File: src/rtl/assert_macros.svh
// Assertion helpers for the acceptance table
`ifndef ASSERT_MACROS_SVH
`define ASSERT_MACROS_SVH

// Check a property on every rising clock edge outside reset
`define ASSERT_CLK(label, clk, rst_n, prop, msg) \
	label: assert property (@(posedge clk) disable iff (!rst_n) (prop)) else $error(msg);

// Check that the consequent holds in the cycle after the antecedent
`define ASSERT_NEXT(label, clk, rst_n, ante, cons, msg) \
	label: assert property (@(posedge clk) disable iff (!rst_n) (ante) |=> (cons)) \
		else $error(msg);

`endif

File: src/rtl/crxf_pkg.sv
`default_nettype none
package crxf_pkg;
	localparam int TABLE_ENTRIES_DEF = 16;
	localparam logic [10:0] MUX_ID_RST = 11'h180;
	localparam logic [7:0] STALE_RST = 8'd20;

	localparam logic [1:0] FUNC_LOAD = 2'd0;
	localparam logic [1:0] FUNC_FRAME = 2'd1;
	localparam logic [1:0] FUNC_TICK = 2'd2;
	localparam logic [1:0] FUNC_READ = 2'd3;

	localparam logic CFG_MUX_ID = 1'b0;
	localparam logic CFG_STALE = 1'b1;

	typedef enum logic [1:0] {
		ST_IDLE,
		ST_WALK,
		ST_DONE
	} state_t;

	// Item travelling down the chain
	typedef struct packed {
		logic        vld;
		logic [1:0]  func;
		logic [10:0] std_id;
		logic [28:0] ext_id;
		logic        is_ext;
		logic [63:0] payload;
		logic [3:0]  index;
		logic [28:0] e_id;
		logic        e_ext;
		logic [7:0]  e_regid;
		logic        e_en;
		logic [10:0] mux_id;
		logic [7:0]  stale_lim;
		logic        taken;
		logic        matched;
		logic [3:0]  m_index;
		logic [63:0] s_payload;
		logic        fresh;
		logic [15:0] rcount;
		logic [15:0] stale_mask;
	} chain_t;
endpackage
`default_nettype wire

File: src/rtl/crxf_cell.sv
`default_nettype none
module crxf_cell #(
	parameter int unsigned POS = 0
) (
	input  wire                    clk,
	input  wire                    arst_n,
	input  crxf_pkg::chain_t       prev,
	output crxf_pkg::chain_t       next
);
	logic [28:0] id_q;
	logic        ext_q;
	logic [7:0]  regid_q;
	logic        en_q;
	logic [63:0] data_q;
	logic        fresh_q;
	logic [15:0] rcnt_q;
	logic [15:0] seen_q;
	logic [7:0]  miss_q;

	logic        addr_hit;
	logic        hit;
	logic [7:0]  miss_nx;
	logic        is_stale;
	crxf_pkg::chain_t nx;

	assign addr_hit = ({26'd0, prev.index} == 30'(POS));

	// Matching rules, first enabled entry wins
	always_comb begin
		hit = en_q && !prev.taken && (
			({18'd0, prev.std_id} == id_q && prev.is_ext == ext_q &&
				prev.std_id != prev.mux_id) ||
			({18'd0, prev.std_id} == id_q && prev.payload[7:0] == regid_q) ||
			(prev.ext_id == id_q && prev.is_ext == ext_q));
		miss_nx = (rcnt_q == seen_q) ? ((miss_q == 8'hff) ? miss_q : miss_q + 8'd1) : 8'd0;
		is_stale = en_q && (miss_nx >= prev.stale_lim);
	end

	always_comb begin
		nx = prev;
		if (prev.vld) begin
			case (prev.func)
				crxf_pkg::FUNC_LOAD: begin
					if (addr_hit) begin
						nx.matched = prev.e_en;
						nx.s_payload = '0;
						nx.fresh = 1'b0;
						nx.rcount = '0;
					end
				end
				crxf_pkg::FUNC_READ: begin
					if (addr_hit) begin
						nx.matched = en_q;
						nx.s_payload = data_q;
						nx.fresh = fresh_q;
						nx.rcount = rcnt_q;
					end
				end
				crxf_pkg::FUNC_FRAME: begin
					if (hit) begin
						nx.taken = 1'b1;
						nx.matched = 1'b1;
						nx.m_index = 4'(POS);
						nx.s_payload = prev.payload;
						nx.fresh = 1'b1;
						nx.rcount = rcnt_q + 16'd1;
					end
				end
				default: begin
					if (POS < 16 && is_stale)
						nx.stale_mask[POS % 16] = 1'b1;
				end
			endcase
		end
	end

	// Entry state; loads, captures, clears fresh and ages as the item passes
	always_ff @(posedge clk or negedge arst_n) begin
		if (!arst_n) begin
			id_q <= '0; ext_q <= 1'b0; regid_q <= '0; en_q <= 1'b0;
			data_q <= '0; fresh_q <= 1'b0; rcnt_q <= '0; seen_q <= '0; miss_q <= '0;
		end else if (prev.vld) begin
			case (prev.func)
				crxf_pkg::FUNC_LOAD: begin
					if (addr_hit) begin
						id_q <= prev.e_id; ext_q <= prev.e_ext;
						regid_q <= prev.e_regid; en_q <= prev.e_en;
						data_q <= '0; fresh_q <= 1'b0; rcnt_q <= '0;
						seen_q <= '0; miss_q <= '0;
					end
				end
				crxf_pkg::FUNC_READ: begin
					if (addr_hit) fresh_q <= 1'b0;
				end
				crxf_pkg::FUNC_FRAME: begin
					if (hit) begin
						data_q <= prev.payload;
						fresh_q <= 1'b1;
						rcnt_q <= rcnt_q + 16'd1;
					end
				end
				default: begin
					miss_q <= miss_nx;
					if (rcnt_q != seen_q) seen_q <= rcnt_q;
				end
			endcase
		end
	end

	// Hand item to the neighbor
	always_ff @(posedge clk or negedge arst_n) begin
		if (!arst_n) next <= '0;
		else next <= nx;
	end
endmodule
`default_nettype wire
File: config.mk
export PLATFORM = sky130hd
export DESIGN_NAME = crxf_cell
export DESIGN_NICKNAME = d
export VERILOG_FILES = /design/src/rtl/assert_macros.svh /design/src/rtl/crxf_pkg.sv /design/src/rtl/crxf_cell.sv
export SDC_FILE = /design/constraint.sdc
export NUM_CORES = 1
export LEC_CHECK = 0
export BUFFER_PORTS_ARGS = -buffer_cell sky130_fd_sc_hd__buf_2
export CAP_MARGIN = 20
export CORE_AREA = 5 5 209 211
export DETAILED_ROUTE_END_ITERATION = 7
export DIE_AREA = 0 0 214 216
export PLACE_DENSITY = 0.66
export SLEW_MARGIN = 25
export SYNTH_ARGS = -nofsm -noshare
export SYNTH_HDL_FRONTEND = slang
export SYNTH_SLANG_ARGS = --single-unit
File: constraint.sdc
create_clock -name clk -period 6.65 [get_ports clk]
set_input_delay 0.9975 -clock clk [delete_from_list [all_inputs] [get_ports clk]]
set_output_delay 0.9975 -clock clk [all_outputs]
set_load 0.1 [all_outputs]
# After elaboration in Yosys (flattened, before gate mapping)
# Cells that the tools add are included.
[word_totals]
output_inout_bits = 273
elab_cells = 97
in_bits = 275
ff_bits = 417
[classes]
bitwise = 1
mux = 28
n_lt_le_gt_ge = 1
eq_ne = 13
addsub = 2
n_reduce_logical = 23
[op_table]
columns = ["cell", "n"]
rows = [
  ["$pmux 81 s3", 1],
  ["$mux 87", 2],
  ["$mux 81", 2],
  ["$mux 64", 2],
  ["$pmux 64 s2", 1],
  ["$pmux 16 s2", 2],
  ["$mux 16", 3],
  ["$eq 11x29->1", 1],
  ["$eq 29x29->1", 1],
  ["$mux 8", 3],
  ["$add 16x1->16 const B", 1],
  ["$eq 16x16->1", 1],
  ["$ne 16x16->1", 1],
  ["$pmux 8 s2", 1],
  ["$reduce_and 4->1", 3],
  ["$ne 11x11->1", 1],
  ["$add 8x1->8 const B", 1],
  ["$eq 8x8->1", 1],
  ["$eq 8x8->1 const B", 1],
  ["$ge 8x8->1", 1],
  ["$mux 1", 8],
  ["$logic_and 1x1->1", 7],
  ["$reduce_and 3->1", 2],
  ["$reduce_bool 2->1", 3],
  ["15 further kinds", 18],
]

# Logic depth before layout (Yosys ltp)
[depth]
word_depth = 9
ltp_mapped = 14
depth_no_buf = 14

# Least setup slack after synthesis
# OpenSTA, ideal clock, no wires.
[synth_timing]
kind = "flip-flop to flip-flop"
from = "register rcnt_q[3]"
to = "register next[0] in the netlist's numbering"
path_buffers = 2
path_slack_ns = 3.332
required_ns = 6.519
setup_time_ns = 0.131
stages_incl_launch_ff = 15
arrival_time_ns = 3.187
cell_sequence = "dfrtp_1 clkbuf_1 xnor2_1 nand4_1 nor4_1 clkbuf_1 nand2_1 ha_1 nand2b_1 a21o_1 a21o_1 a21o_1 a211o_1 a21oi_1 o21ai_0"
[synth_lines]
columns = ["element", "line", "rtl"]
rows = [
  ["start, declared", "crxf_cell.sv:16", "logic [15:0] rcnt_q;"],
  ["start signal, assigned", "crxf_cell.sv:99", "rcnt_q <= rcnt_q + 16'd1;"],
  ["end signal, assigned", "crxf_cell.sv:113", "else next <= nx;"],
  ["end, declared", "crxf_cell.sv:8", "output crxf_pkg::chain_t next"],
]

==> impl_metrics.ini <==
[global_routing]
grt_pass1_wl_mm = 82.2
grt_pass1_vias = 13600
grtUsageTotal = 0.224
antenna_found_initial = 7
gr-total-overflow = 0
grt_max_degree = 153

[clock_tree]
cts_made_buffers = 45
ctsResizeCount = 0
clk_path_buf_depth = 3
cts_setup_buffers = 0
clk_latency_ns = 0.56
cts_sinks = 417
cts.root.buffer_cell = clkbuf_16
cts_tree = yes
clkTransAtPathRegs_ns = 0.06
ctsHoldBuffers = 0
cts_max_level = 2

[timing]
tns_ns = 0
max_slew_margin = 0.312
finalSetupViolCount = 0
min_period_ns = 3.88
rsz0062_at_grt = false
slew_violations = 0
post-route-period-util = 0.584
hold_viol = 0
max_freq_mhz = 258
fin_ws_ns = 2.77
finClkSkew_ns = 0.0163
worstMarginPinSlew_ns = 1.03

[placement]
dp.cells = 2460
gp_congestion = 0.890
dp_slack_ns = 2.11
port_buffers = 547
dp_hpwl_mm = 38.0

[synthesis]
synth_most_common_cell = dfrtp_1
ys_top_cells_by_count = dfrtp_1, nand2_1, a21oi_1
synthArstFlopShare = 1.00
post-synth-top-area-cell = dfrtp_1
synthAdderAreaFrac = 0.0106
ys_ff_latch = 417
synthesis.nets = 1739
synth_top_flop_cell = dfrtp_1
ys_seq_area_frac = 0.634
synth-xor-area-share = 0.0452
synth_top_area_frac = 0.634
ys_warn_count = 0
yosys-mux-area-fraction = 0.0315
synth_area_um2 = 16500
synth_cells = 1450
synth_simple_gate_area_frac = 0.0933
synth_edf_count = 0
synth_area_leaders = dfrtp_1, nand2_1, a21oi_1
synth_top_family_by_area = compound AO/OA/AOI/OAI gates
yosysUniqueCellTypes = 55
syn_area_per_cell_um2 = 11.4
synth_compound_area_frac = 0.156

[floorplanning]
dieHeight_um = 216
num_rows = 75
die-area_um2 = 46200
core_um2 = 41600
chipWidth_um = 214
initial_utilization = 0.396
num_io_pins = 548

[min_path]
min_path_type = in -> async

[job]
maxCapViolCount = 0

[routing]
drc = 0
dr.pass1.iters = 5
vias = 13500
ant_nets = 0
drt-total-wl_mm = 53.7
wl_per_cell_um = 21.1
drtIter0Drc = 946
viasPerCell = 5.30

[cells_and_area]
drive_gt1_frac = 0.343
final_cells = 2546
nets = 2257
fillers = 3782
final_util = 0.512
seq_area_um2 = 10400
multiInputGateArea_um2 = 5620
syn_to_final_growth_pct = 29.2

[power]
p_leak_nw = 10.4
p_per_area_nw_per_um2 = 326
p_total_mw = 6.95
vdd_ir_drop_max_mv = 0.214

[critical_path]
cp_slowest_stage_delay_ns = 0.76
cp-start-kind = flop
cp.required_ns = 7.07
crit_type = reg -> reg
cp_common_cell = a21o_1
r2r_slack_ns = 2.77
worst_ep_arrival_time_ns = 4.30
endpoint_kind = flop
cpMaxStageDelayCell = nor4_2
cp_cell_sequence = xnor2_1, nand4_1, nor4_2, buf_4, nand2_1, ha_1, nand2b_1, a21o_1, a21o_1, a21o_1, a211o_1, a21oi_1, o21ai_0
critPathMaxFanout = 17

[run_status]
outcome = finished clean
## per-stage QoR
stage	cell area [um^2]	hold WS, ns
CTS	21300	0.453
finish	21300	0.428
detailed placement	19700	0.491
global placement	19700	0.487
global route	21300	0.482
floorplan	16500	0.473
## placed cells by master, fill, tap and decap left out, types with 16 or more instances in the layout
| cell type | netlist | routed |
|---|---|---|
| mux2_2 | 39 | 39 |
| a22oi_1 | 18 | 18 |
| buf_2 | 11 | 546 |
| nand3_1 | 29 | 28 |
| a21oi_1 | 153 | 152 |
| inv_1 | 26 | 26 |
| nand2_1 | 239 | 239 |
| nor4_1 | 18 | 16 |
| dfrtp_1 | 417 | 417 |
| nor2_1 | 17 | 16 |
| a22o_1 | 74 | 74 |
| xnor2_1 | 32 | 32 |
| clkbuf_16 | 0 | 47 |
| xor2_1 | 53 | 53 |
| o21ai_0 | 119 | 119 |
## where the power goes
part	leakage, nW	internal (mW)	total [mW]	switching, mW
sequential	5.20	2.70	2.79	0.0912
clock	0.768	1.60	2.62	1.02
combinational	4.47	0.316	1.54	1.23
## layer usage
metal	wire, um	up-vias	global-route usage
li1	-	6103	-
met1	22200	6749	0.298
met2	26400	536	0.367
met3	3640	97	0.0503
met4	1460	6	0.0728
met5	22	-	0
## flip-flops by register name (all words and copies together) (netlist names)
| name | cells |
|---|---|
| rcnt_q | 16 |
| ext_q | 1 |
| fresh_q | 1 |
| miss_q | 8 |
| next | 273 |
| en_q | 1 |
| data_q | 64 |
| seen_q | 16 |
| regid_q | 8 |
| id_q | 29 |
## path summary, 6_finish.rpt
check	start	endpoint	cells after the start
worst min-delay path	arst_n	next[8]	1
worst max register to register	rcnt_q[4]	next[0]	13
worst max-delay path	rcnt_q[4]	next[0]	13
min in group clk	data_q[29]	data_q[29]	1
max in group asynchronous	arst_n	next[261]	2
worst min register to register	data_q[29]	data_q[29]	1
## cells by family (layout without fill, tap and decap cells)
family          Yosys count  in the layout
flops                   417            417
compound gates          416            416
other cells               0              4
xor+xnor                 85             85
fa+ha+maj                14             14
buf+inv                 118            671
simple gates            353            353
mux                      47             47
## area by class of cell
| cell class | instances | area share |
|---|---|---|
| multi-input combinational | 915 | 0.264 |
| timing repair buffer | 563 | 0.135 |
| inverter | 26 | 0.00458 |
| sequential | 417 | 0.490 |
| clock inverter | 14 | 0.00982 |
| antenna | 4 | 0.000470 |
| tap | 539 | 0.0317 |
| clock buffer | 68 | 0.0637 |
## critical path: cells and delay by family, from the launching register on
family	cells	cell delay [ns]
compound gates	6	1.07
simple gates	4	1.14
flops	1	0.71
fa+ha+maj	1	0.26
xor+xnor	1	0.19
buf+inv	1	0.36
No activity file was read; power rests on OpenSTA's default activity.
